==> src/sv/dpq_pkg.sv <==
// Package: shared constants, register indexes, status codes and types for the pump qualifier.
package dpq_pkg;

   localparam int unsigned RUN_W   = 8;
   localparam int unsigned TIME_W  = 32;
   localparam int unsigned CSR_W   = 32;
   localparam int unsigned IDX_W   = 3;
   localparam int unsigned STAT_W  = 3;

   localparam logic [RUN_W-1:0] RUN_MAX = '1;

   // register indexes
   localparam logic [IDX_W-1:0] REG_ON_THRESHOLD     = 3'd0;
   localparam logic [IDX_W-1:0] REG_OFF_THRESHOLD    = 3'd1;
   localparam logic [IDX_W-1:0] REG_DROP_THRESHOLD   = 3'd2;
   localparam logic [IDX_W-1:0] REG_DROP_COOLDOWN_MS = 3'd3;
   localparam logic [IDX_W-1:0] REG_MAX_PUMP_MS      = 3'd4;

   // register reset values
   localparam logic [RUN_W-1:0]  ON_THRESHOLD_RST     = 8'd3;
   localparam logic [RUN_W-1:0]  OFF_THRESHOLD_RST    = 8'd15;
   localparam logic [RUN_W-1:0]  DROP_THRESHOLD_RST   = 8'd240;
   localparam logic [TIME_W-1:0] DROP_COOLDOWN_MS_RST = 32'd15000;
   localparam logic [TIME_W-1:0] MAX_PUMP_MS_RST      = 32'd20000;

   // status codes
   localparam logic [STAT_W-1:0] STATUS_READY    = 3'd0;
   localparam logic [STAT_W-1:0] STATUS_RELEASED = 3'd1;
   localparam logic [STAT_W-1:0] STATUS_PUMP_A   = 3'd2;
   localparam logic [STAT_W-1:0] STATUS_PUMP_B   = 3'd3;
   localparam logic [STAT_W-1:0] STATUS_FAULT    = 3'd4;

   // per-line control from the top level to a line qualifier
   typedef struct packed {
      logic step;      // process one sample this cycle
      logic line_low;  // sampled line level, 1 = low
      logic wd_clear;  // watchdog drops the active flag
   } qual_ctrl_type;

   function automatic logic [RUN_W-1:0] sat_inc(input logic [RUN_W-1:0] v);
      sat_inc = (v == RUN_MAX) ? RUN_MAX : v + RUN_W'(1);
   endfunction

endpackage

==> src/sv/dpq_ifs.sv <==
// Interfaces: sample channel and result channel with valid/ready handshake.
interface dpq_req_if;
   logic                         valid;
   logic                         ready;
   logic                         line_a_low;
   logic                         line_b_low;
   logic [dpq_pkg::TIME_W-1:0]   now_ms;

   modport source (output valid, output line_a_low, output line_b_low, output now_ms,
                   input ready);
   modport sink   (input valid, input line_a_low, input line_b_low, input now_ms,
                   output ready);
endinterface

interface dpq_rsp_if;
   logic                         valid;
   logic                         ready;
   logic                         pump_a_on;
   logic                         pump_b_on;
   logic                         cup_release;
   logic                         release_blocked;
   logic                         watchdog_trip;
   logic [dpq_pkg::STAT_W-1:0]   status_code;

   modport source (output valid, output pump_a_on, output pump_b_on, output cup_release,
                   output release_blocked, output watchdog_trip, output status_code,
                   input ready);
   modport sink   (input valid, input pump_a_on, input pump_b_on, input cup_release,
                   input release_blocked, input watchdog_trip, input status_code,
                   output ready);
endinterface

==> src/sv/dpq_line_qual.sv <==
// Line qualifier: asymmetric low/high run counters and the active flag of one command line.
module dpq_line_qual (
   input  logic                        clock,
   input  logic                        reset,
   input  dpq_pkg::qual_ctrl_type      ctrl,
   input  logic [dpq_pkg::RUN_W-1:0]   on_threshold,
   input  logic [dpq_pkg::RUN_W-1:0]   off_threshold,
   output logic                        active_q      // qualified flag for this sample
);

   logic [dpq_pkg::RUN_W-1:0] low_run_ff, low_run_in;
   logic [dpq_pkg::RUN_W-1:0] high_run_ff, high_run_in;
   logic                      active_ff, active_in;
   logic [dpq_pkg::RUN_W-1:0] low_inc, high_inc;

   assign low_inc  = dpq_pkg::sat_inc(low_run_ff);
   assign high_inc = dpq_pkg::sat_inc(high_run_ff);

   always_comb begin
      if (ctrl.line_low) begin
         low_run_in  = low_inc;
         high_run_in = '0;
         active_q    = active_ff | (low_inc >= on_threshold);
      end else begin
         low_run_in  = '0;
         high_run_in = high_inc;
         active_q    = active_ff & ~(high_inc >= off_threshold);
      end
      active_in = active_q & ~ctrl.wd_clear;
   end

   always_ff @(posedge clock) begin
      if (reset) begin
         low_run_ff  <= '0;
         high_run_ff <= '0;
         active_ff   <= 1'b0;
      end else if (ctrl.step) begin
         low_run_ff  <= low_run_in;
         high_run_ff <= high_run_in;
         active_ff   <= active_in;
      end
   end

endmodule

==> src/sv/dual_pump_qualifier_with_watchdog_top.sv <==
// Top level: dual pump command qualifier with cup release cooldown and pump watchdog.
//
//   channel | ports        | direction | carries
//   --------+--------------+-----------+------------------------------------------------
//   sample  | req_ch       | in        | line_a_low, line_b_low, now_ms
//   result  | rsp_ch       | out       | pump_a_on, pump_b_on, cup_release,
//           |              |           | release_blocked, watchdog_trip, status_code
//   csr     | csr_we/index | in        | write-only registers, index 0..4, 32-bit data
//
// One sample per cycle sustained while rsp_ch.ready stays high. An accepted sample enters
// the input register and moves into the result register when that is empty or taken;
// its result is taken from there. All state updates in the cycle a sample moves from the
// input register into the result register.
// Synchronous active-high reset restores the register defaults, clears all counters
// and shows status fault. A stalled result holds the input register; a new sample is
// still taken while the result register is full as long as the input register drains.
module dual_pump_qualifier_with_watchdog_top (
   input  logic                          clock,
   input  logic                          reset,
   dpq_req_if.sink                       req_ch,
   dpq_rsp_if.source                     rsp_ch,
   input  logic                          csr_we,
   input  logic [dpq_pkg::IDX_W-1:0]     csr_index,
   input  logic [dpq_pkg::CSR_W-1:0]     csr_wdata
);

   // configuration registers
   logic [dpq_pkg::RUN_W-1:0]  on_th_ff, off_th_ff, drop_th_ff;
   logic [dpq_pkg::TIME_W-1:0] cooldown_ff, max_pump_ff;

   always_ff @(posedge clock) begin
      if (reset) begin
         on_th_ff    <= dpq_pkg::ON_THRESHOLD_RST;
         off_th_ff   <= dpq_pkg::OFF_THRESHOLD_RST;
         drop_th_ff  <= dpq_pkg::DROP_THRESHOLD_RST;
         cooldown_ff <= dpq_pkg::DROP_COOLDOWN_MS_RST;
         max_pump_ff <= dpq_pkg::MAX_PUMP_MS_RST;
      end else if (csr_we) begin
         case (csr_index)
            dpq_pkg::REG_ON_THRESHOLD:     on_th_ff    <= csr_wdata[dpq_pkg::RUN_W-1:0];
            dpq_pkg::REG_OFF_THRESHOLD:    off_th_ff   <= csr_wdata[dpq_pkg::RUN_W-1:0];
            dpq_pkg::REG_DROP_THRESHOLD:   drop_th_ff  <= csr_wdata[dpq_pkg::RUN_W-1:0];
            dpq_pkg::REG_DROP_COOLDOWN_MS: cooldown_ff <= csr_wdata[dpq_pkg::TIME_W-1:0];
            dpq_pkg::REG_MAX_PUMP_MS:      max_pump_ff <= csr_wdata[dpq_pkg::TIME_W-1:0];
            default: ;
         endcase
      end
   end

   // handshake and input register
   logic                       s1_valid_ff, s1_valid_in;
   logic                       s1_a_low_ff, s1_b_low_ff;
   logic [dpq_pkg::TIME_W-1:0] s1_now_ff;
   logic                       rsp_valid_ff, rsp_valid_in;
   logic                       advance, req_take;

   assign advance      = s1_valid_ff & (~rsp_valid_ff | rsp_ch.ready);
   assign req_ch.ready = ~s1_valid_ff | advance;
   assign req_take     = req_ch.valid & req_ch.ready;

   always_comb begin
      s1_valid_in = s1_valid_ff;
      if (req_take)
         s1_valid_in = 1'b1;
      else if (advance)
         s1_valid_in = 1'b0;
      rsp_valid_in = rsp_valid_ff;
      if (advance)
         rsp_valid_in = 1'b1;
      else if (rsp_ch.ready)
         rsp_valid_in = 1'b0;
   end

   always_ff @(posedge clock) begin
      if (reset) begin
         s1_valid_ff  <= 1'b0;
         rsp_valid_ff <= 1'b0;
      end else begin
         s1_valid_ff  <= s1_valid_in;
         rsp_valid_ff <= rsp_valid_in;
      end
   end

   always_ff @(posedge clock) begin
      if (req_take) begin
         s1_a_low_ff <= req_ch.line_a_low;
         s1_b_low_ff <= req_ch.line_b_low;
         s1_now_ff   <= req_ch.now_ms;
      end
   end

   // line qualifiers
   dpq_pkg::qual_ctrl_type qa_ctrl, qb_ctrl;
   logic                   act_a, act_b;
   logic                   trip;

   assign qa_ctrl = '{step: advance, line_low: s1_a_low_ff, wd_clear: trip};
   assign qb_ctrl = '{step: advance, line_low: s1_b_low_ff, wd_clear: trip};

   dpq_line_qual u_qual_a (
      .clock         (clock),
      .reset         (reset),
      .ctrl          (qa_ctrl),
      .on_threshold  (on_th_ff),
      .off_threshold (off_th_ff),
      .active_q      (act_a)
   );

   dpq_line_qual u_qual_b (
      .clock         (clock),
      .reset         (reset),
      .ctrl          (qb_ctrl),
      .on_threshold  (on_th_ff),
      .off_threshold (off_th_ff),
      .active_q      (act_b)
   );

   // shared state
   logic [dpq_pkg::RUN_W-1:0]  both_run_ff, both_run_in;
   logic                       release_done_ff, release_done_in;
   logic [dpq_pkg::TIME_W-1:0] last_rel_ff, last_rel_in;
   logic [dpq_pkg::TIME_W-1:0] start_ff, start_in;
   logic                       timing_ff, timing_in;
   logic                       relay_a_ff, relay_a_in;
   logic                       relay_b_ff, relay_b_in;
   logic [dpq_pkg::STAT_W-1:0] status_ff, status_in;
   logic                       pulse, blocked;
   logic [dpq_pkg::TIME_W-1:0] since_rel, since_start;
   logic                       timing_br;

   assign since_rel = s1_now_ff - last_rel_ff;

   always_comb begin
      both_run_in     = (s1_a_low_ff & s1_b_low_ff) ? dpq_pkg::sat_inc(both_run_ff) : '0;
      release_done_in = release_done_ff;
      last_rel_in     = last_rel_ff;
      start_in        = start_ff;
      timing_br       = timing_ff;
      relay_a_in      = relay_a_ff;
      relay_b_in      = relay_b_ff;
      status_in       = status_ff;
      pulse           = 1'b0;
      blocked         = 1'b0;

      if ((both_run_in >= drop_th_ff) && act_a && act_b) begin
         if (!release_done_ff) begin
            if (since_rel >= cooldown_ff) begin
               last_rel_in = s1_now_ff;
               relay_a_in  = 1'b0;
               relay_b_in  = 1'b0;
               pulse       = 1'b1;
               status_in   = dpq_pkg::STATUS_RELEASED;
            end else begin
               blocked = 1'b1;
            end
            release_done_in = 1'b1;
         end
      end else if (act_a && !act_b) begin
         release_done_in = 1'b0;
         relay_a_in      = 1'b1;
         relay_b_in      = 1'b0;
         status_in       = dpq_pkg::STATUS_PUMP_A;
         if (!timing_ff) begin
            timing_br = 1'b1;
            start_in  = s1_now_ff;
         end
      end else if (!act_a && act_b) begin
         release_done_in = 1'b0;
         relay_a_in      = 1'b0;
         relay_b_in      = 1'b1;
         status_in       = dpq_pkg::STATUS_PUMP_B;
         if (!timing_ff) begin
            timing_br = 1'b1;
            start_in  = s1_now_ff;
         end
      end else if (!act_a && !act_b) begin
         release_done_in = 1'b0;
         relay_a_in      = 1'b0;
         relay_b_in      = 1'b0;
         timing_br       = 1'b0;
         status_in       = dpq_pkg::STATUS_READY;
      end

      // watchdog sees the pump timer as left by the branch above
      since_start = s1_now_ff - start_in;
      trip        = timing_br & (since_start > max_pump_ff);
      timing_in   = timing_br;
      if (trip) begin
         relay_a_in = 1'b0;
         relay_b_in = 1'b0;
         timing_in  = 1'b0;
         status_in  = dpq_pkg::STATUS_FAULT;
      end
   end

   always_ff @(posedge clock) begin
      if (reset) begin
         both_run_ff     <= '0;
         release_done_ff <= 1'b0;
         last_rel_ff     <= '0;
         start_ff        <= '0;
         timing_ff       <= 1'b0;
         relay_a_ff      <= 1'b0;
         relay_b_ff      <= 1'b0;
         status_ff       <= dpq_pkg::STATUS_FAULT;
      end else if (advance) begin
         both_run_ff     <= both_run_in;
         release_done_ff <= release_done_in;
         last_rel_ff     <= last_rel_in;
         start_ff        <= start_in;
         timing_ff       <= timing_in;
         relay_a_ff      <= relay_a_in;
         relay_b_ff      <= relay_b_in;
         status_ff       <= status_in;
      end
   end

   // result register
   logic                       rsp_pulse_ff, rsp_blocked_ff, rsp_trip_ff;
   logic                       rsp_pa_ff, rsp_pb_ff;
   logic [dpq_pkg::STAT_W-1:0] rsp_status_ff;

   always_ff @(posedge clock) begin
      if (advance) begin
         rsp_pa_ff      <= relay_a_in;
         rsp_pb_ff      <= relay_b_in;
         rsp_pulse_ff   <= pulse;
         rsp_blocked_ff <= blocked;
         rsp_trip_ff    <= trip;
         rsp_status_ff  <= status_in;
      end
   end

   assign rsp_ch.valid           = rsp_valid_ff;
   assign rsp_ch.pump_a_on       = rsp_pa_ff;
   assign rsp_ch.pump_b_on       = rsp_pb_ff;
   assign rsp_ch.cup_release     = rsp_pulse_ff;
   assign rsp_ch.release_blocked = rsp_blocked_ff;
   assign rsp_ch.watchdog_trip   = rsp_trip_ff;
   assign rsp_ch.status_code     = rsp_status_ff;

`ifndef SYNTHESIS
   a_release_xor_blocked: assert property (@(posedge clock) disable iff (reset)
      rsp_valid_ff |-> !(rsp_pulse_ff && rsp_blocked_ff))
      else $error("cup release and blocked flag in one transaction");

   a_trip_cuts_pumps: assert property (@(posedge clock) disable iff (reset)
      (rsp_valid_ff && rsp_trip_ff) |->
         (!rsp_pa_ff && !rsp_pb_ff && rsp_status_ff == dpq_pkg::STATUS_FAULT))
      else $error("watchdog trip left a pump on or status not fault");

   a_one_pump: assert property (@(posedge clock) disable iff (reset)
      !(relay_a_ff && relay_b_ff))
      else $error("both relays on");

   a_trip_stops_timer: assert property (@(posedge clock) disable iff (reset)
      (advance && trip) |=> (!timing_ff && !relay_a_ff && !relay_b_ff))
      else $error("pump timer still running after watchdog trip");

   a_hold_when_stalled: assert property (@(posedge clock) disable iff (reset)
      (s1_valid_ff && !advance) |-> !req_ch.ready)
      else $error("input register overwritten while stalled");
`endif

endmodule

==> src/flat_wrapper.sv <==
// flat-port wrapper written by rule: the top's interface ports become plain ports
module dual_pump_qualifier_with_watchdog_top_flat 
  (clock, reset, csr_we, csr_index, csr_wdata, req_ch_valid, req_ch_line_a_low, req_ch_line_b_low, req_ch_now_ms, req_ch_ready, rsp_ch_valid, rsp_ch_pump_a_on, rsp_ch_pump_b_on, rsp_ch_cup_release, rsp_ch_release_blocked, rsp_ch_watchdog_trip, rsp_ch_status_code, rsp_ch_ready);
  dpq_req_if req_ch_i ();
  dpq_rsp_if rsp_ch_i ();
  input  logic clock;
  input  logic reset;
  input  logic csr_we;
  input  logic [dpq_pkg::IDX_W-1:0] csr_index;
  input  logic [dpq_pkg::CSR_W-1:0] csr_wdata;
  input wire logic [$bits(req_ch_i.valid)-1:0] req_ch_valid;
  input wire logic [$bits(req_ch_i.line_a_low)-1:0] req_ch_line_a_low;
  input wire logic [$bits(req_ch_i.line_b_low)-1:0] req_ch_line_b_low;
  input wire logic [$bits(req_ch_i.now_ms)-1:0] req_ch_now_ms;
  output wire logic [$bits(req_ch_i.ready)-1:0] req_ch_ready;
  output wire logic [$bits(rsp_ch_i.valid)-1:0] rsp_ch_valid;
  output wire logic [$bits(rsp_ch_i.pump_a_on)-1:0] rsp_ch_pump_a_on;
  output wire logic [$bits(rsp_ch_i.pump_b_on)-1:0] rsp_ch_pump_b_on;
  output wire logic [$bits(rsp_ch_i.cup_release)-1:0] rsp_ch_cup_release;
  output wire logic [$bits(rsp_ch_i.release_blocked)-1:0] rsp_ch_release_blocked;
  output wire logic [$bits(rsp_ch_i.watchdog_trip)-1:0] rsp_ch_watchdog_trip;
  output wire logic [$bits(rsp_ch_i.status_code)-1:0] rsp_ch_status_code;
  input wire logic [$bits(rsp_ch_i.ready)-1:0] rsp_ch_ready;
  assign req_ch_i.valid = req_ch_valid;
  assign req_ch_i.line_a_low = req_ch_line_a_low;
  assign req_ch_i.line_b_low = req_ch_line_b_low;
  assign req_ch_i.now_ms = req_ch_now_ms;
  assign req_ch_ready = req_ch_i.ready;
  assign rsp_ch_valid = rsp_ch_i.valid;
  assign rsp_ch_pump_a_on = rsp_ch_i.pump_a_on;
  assign rsp_ch_pump_b_on = rsp_ch_i.pump_b_on;
  assign rsp_ch_cup_release = rsp_ch_i.cup_release;
  assign rsp_ch_release_blocked = rsp_ch_i.release_blocked;
  assign rsp_ch_watchdog_trip = rsp_ch_i.watchdog_trip;
  assign rsp_ch_status_code = rsp_ch_i.status_code;
  assign rsp_ch_i.ready = rsp_ch_ready;
  dual_pump_qualifier_with_watchdog_top u_core (.clock(clock), .reset(reset), .req_ch(req_ch_i), .rsp_ch(rsp_ch_i), .csr_we(csr_we), .csr_index(csr_index), .csr_wdata(csr_wdata));
endmodule
==> config.mk <==
export PLATFORM = sky130hd
export DESIGN_NAME = dual_pump_qualifier_with_watchdog_top_flat
export DESIGN_NICKNAME = d
export VERILOG_FILES = /design/src/sv/dpq_pkg.sv /design/src/sv/dpq_ifs.sv /design/src/sv/dpq_line_qual.sv /design/src/sv/dual_pump_qualifier_with_watchdog_top.sv /design/src/flat_wrapper.sv
export SDC_FILE = /design/constraint.sdc
export NUM_CORES = 1
export LEC_CHECK = 0
export ABC_AREA = 1
export BUFFER_PORTS_ARGS = -buffer_cell sky130_fd_sc_hd__clkbuf_2
export CELL_PAD_IN_SITES_DETAIL_PLACEMENT = 1
export CELL_PAD_IN_SITES_GLOBAL_PLACEMENT = 1
export CORE_UTILIZATION = 46
export DETAILED_ROUTE_END_ITERATION = 16
export PLACE_DENSITY = 0.89
export RECOVER_POWER = 100
export REMOVE_ABC_BUFFERS = 1
export SLEW_MARGIN = 30
export SYNTH_ARGS = -nofsm -noshare
export SYNTH_HDL_FRONTEND = slang
export SYNTH_SLANG_ARGS = --single-unit
==> constraint.sdc <==
create_clock -name clock -period 6.6 [get_ports clock]
set_input_delay 1.32 -clock clock [delete_from_list [all_inputs] [get_ports clock]]
set_output_delay 1.32 -clock clock [all_outputs]
set_load 0.02 [all_outputs]
==> results.md <==
Run status:
- The run finished, with violations left.
- The checks that failed: max-capacitance violations, max-slew violations.

Pwr:
- The largest voltage drop on the vdd net is 0.208 mV.
- In this run the power density over the cells is 264 mW/mm².
- The static power due to leakage is 0.00828 µW.

Timing:
- Based on the critical path, the design can be clocked at up to 154 MHz.
- At the pin with the least slew margin, the transition time is 3930 ps.
- For the final routed database, the setup TNS stands at 0 ps.
- The number of max-slew violations in the final report is 274.
- Hold timing on the final database bottoms out at a slack of 469 ps.
- The final clock skew is 25.9 ps.
- Setup violations remaining at the end of the flow were counted as 0.
- In the finished design, the share of the clock period the worst path needs comes to 98.6%.
- Measured against its own limit, the worst slew margin works out to -162%.
- The worst path needs 6510 ps of the cycle, external delays included.
- The final hold violation count is 0.

Critical path:
- The top fanout value on the critical path is 12.
- The number of buffers and inverters on the critical path is 6.
- The cell family contributing the most delay on the critical path is simple AND/OR/NAND/NOR gates.
- In this design, the critical path's most frequently occurring cell is nand2_1.
- The arrival time at the worst endpoint is 6860 ps.
- The cell with the largest stage delay on the worst path is ha_2.
- In this design, the stage delay of the slowest critical-path cell is 460 ps.
- Data on the critical path is required at its endpoint by 6950 ps.
- The type of the setup path with the least slack is reg2reg.
- The type of destination of the critical path is a register.
- STA classifies the critical path startpoint as a register.

Global routing:
- The maximum number of pins on one net before global-route repair is 84.
- The first global-routing pass estimated 85100 µm of wire.
- The total congestion overflow is 0.
- The initial antenna violation count is 0.
- The number of global-route vias before repair is 16700.
- The global routing usage summed across all routing layers is 29.4%.

Die:
- The die boundary height is 190 µm.
- The floorplan core area is 0.0347 mm².
- The die covers 0.0361 mm².
- The initial standard-cell utilization of the core is 46.9%.
- The chip width is 190 µm.
- The number of standard-cell rows in the floorplan is 68.
- The I/O pin total is 84.

Route:
- In the routed layout, each cell is associated on average with a via count of 5.78.
- The residual antenna-violating net count after detailed routing is 0.
- The first-iteration detailed-routing DRC count is 872.
- The post-route DRC violation count is 0.
- The total length of routed wires is 57400 µm.
- The first detailed-routing pass ran for 5 iterations.
- Detailed routing inserted a total of 16400 vias.
- In the final routed layout, each cell accounts on average for 20.2 µm.

Synthesis:
- A synthesized cell averages 7.15 µm².
- During synthesis, Yosys emitted a total of 0 warnings.
- The sequential share of the synthesized area is 32.7%.
- The fraction of registers with async set or reset after synthesis is 0%.
- The most repeated cell in the gate-level netlist after synthesis is nand2_1.
- Yosys mapped the design onto 56 distinct sky130hd cell types.
- The cell count after synthesis is 2275.
- Summing every instance area after synthesis gives 0.0163 mm².
- Counting flops and latches in the post-synthesis netlist gives 245.
- In this run the biggest area consumer among cell types represents 25.0% of the synthesized area.
- Among all flip-flop cells after synthesis, the most frequent one is dfxtp_1.
- The commonest cells after synthesis are nand2_1, inv_1, a21oi_1, dfxtp_1, nor2_1.
- The largest total area in the synthesized netlist belongs to dfxtp_1.
- The synthesized design contains 42 enable-type register cells.
- After synthesis, the cell types taking the most area are dfxtp_1, ha_1, nand2_1.

Cells and area:
- The layout overhead on the synthesized area is 15.3%.
- After the last flow step, the layout net total stands at 2604.
- The area used by sequential logic in the layout is 0.00534 mm².
- The diode insertion count for antenna repair is 0.
- The share of post-route cells with drive strength above 1 is 12.9%.
- The area taken by multi-input logic gates is 0.00978 mm².
- The filler cells instantiated in the layout total 4433.

Clock network:
- In this run the number of H-tree levels came out at 1.
- The number of buffers on the longest clock path is 3.
- The cell chosen for the clock root is clkbuf_16.
- The clock slew at the register clock pins of the worst setup and hold paths is 60 ps.
- The hold buffer count at CTS is 0.
- The clock insertion delay at the later pin of the skew report is 600 ps.
- The number of clock buffers inserted by TritonCTS is 30.
- The clock net in this run drives a total of 245 sinks.
- The CTS tree is done.

Job:
- The number of max-cap violations is 6.

Placement:
- Buffers placed on the I/O ports in this run total 83.
- The routability congestion estimate is 0.924.
- The HPWL reported at the end of detailed placement is 39100 µm.

Hold path:
- The worst min-delay path category is reg2reg.
==> path summary, 6_finish.rpt <==
check,start,end,slack (ps),depth (start not counted)
max,u_core.u_qual_b.low_run_ff[0]$_SDFFE_PP0P_,u_core.rsp_ch.status_code[0]$_DFFE_PP_,90,39
min,u_core.cooldown_ff[20]$_SDFFE_PP0P_,u_core.cooldown_ff[20]$_SDFFE_PP0P_,470,2
max reg2reg,u_core.u_qual_b.low_run_ff[0]$_SDFFE_PP0P_,u_core.rsp_ch.status_code[0]$_DFFE_PP_,90,39
min reg2reg,u_core.cooldown_ff[20]$_SDFFE_PP0P_,u_core.cooldown_ff[20]$_SDFFE_PP0P_,470,2
==> placed cells by master, fill, tap and decap left out, drive strengths merged, types with 26 or more instances in the layout <==
cell    synthesis  layout
edfxtp         42      42
inv           343     342
ha            172     172
dfxtp         203     203
nor2          219     219
nand2         409     410
nand3          83      83
xor2           41      41
a21oi         273     273
clkbuf         51     130
buf            17      26
o21ai         246     246
==> cell type report <==
class	count	share of cell area, %
Sequential cell	245	28.4
Clock inverter	15	1.49
Multi-Input combinational cell	1618	52.1
Inverter	345	6.95
Timing Repair Buffer	116	3.65
Tap cell	455	3.03
Clock buffer	40	4.36
==> worst reg2reg max path: cells and delay by family (launching register included) <==
kind | cells | cell delay, ps
XOR/XNOR | 1 | 170
AO/OA/AOI/OAI | 7 | 1060
flip-flops | 1 | 360
adder cells (fa/ha/maj) | 4 | 1220
AND/OR/NAND/NOR | 21 | 2900
buffers and inverters | 6 | 540
==> metrics by stage <==
step | instance area, µm² | std cells | util, % | total power [µW] | worst slack, ps
after detailed placement | 17100 | 2762 | 49.1 | 2880 | -131
after global placement | 17100 | 2762 | 49.1 | 2790 | 164
after global routing | 18800 | 2834 | 54.1 | 5150 | -290
after CTS | 18300 | 2822 | 52.7 | 4780 | 4.83
final | 18800 | 2834 | 54.1 | 4950 | 94.7
after floorplan | 15900 | 2207 | - | 2490 | 833
==> flip-flops by register name (all words and copies together), names as in the netlist, 3 cells and up <==
| name | count |
|---|---|
| u_core.s1_now_ff | 32 |
| u_core.drop_th_ff | 8 |
| u_core.u_qual_a.high_run_ff | 8 |
| u_core.status_ff | 3 |
| u_core.start_ff | 32 |
| u_core.off_th_ff | 8 |
| u_core.both_run_ff | 8 |
| u_core.u_qual_b.low_run_ff | 8 |
| u_core.max_pump_ff | 32 |
| u_core.u_qual_b.high_run_ff | 8 |
| u_core.cooldown_ff | 32 |
| u_core.on_th_ff | 8 |
| u_core.rsp_ch.status_code | 3 |
| u_core.last_rel_ff | 32 |
| u_core.u_qual_a.low_run_ff | 8 |
==> cells by family after synthesis <==
group | count (synthesis) | synth area share, %
buf+inv | 413 | 10.1
xor+xnor | 60 | 3.23
simple gates | 785 | 20.8
flops | 245 | 32.7
compound gates | 598 | 19.7
fa+ha+maj | 174 | 13.5
==> timing repair <==
item / 4_1_cts / 5_1_grt
resized for setup: 25 / 125
endpoints found under the setup margin: 14 / 14
gates cloned: 1 / 1
pin swaps: 4 / 30
setup buffers: 4 / 11
==> power by group <==
part | switching (µW) | internal, µW
Combinational | 934 | 530
Clock | 705 | 1140
Sequential | 48.0 | 1580
==> per-layer routing <==
metal | global-route usage, % | vias to the layer above | routed length [µm]
met5 | 0 | - | 0
met4 | 13.0 | 0 | 3120
met3 | 3.67 | 220 | 2980
met2 | 53.6 | 525 | 28300
met1 | 34.2 | 7972 | 22900
li1 | - | 7673 | -
Power figures use the tool's default switching activity.
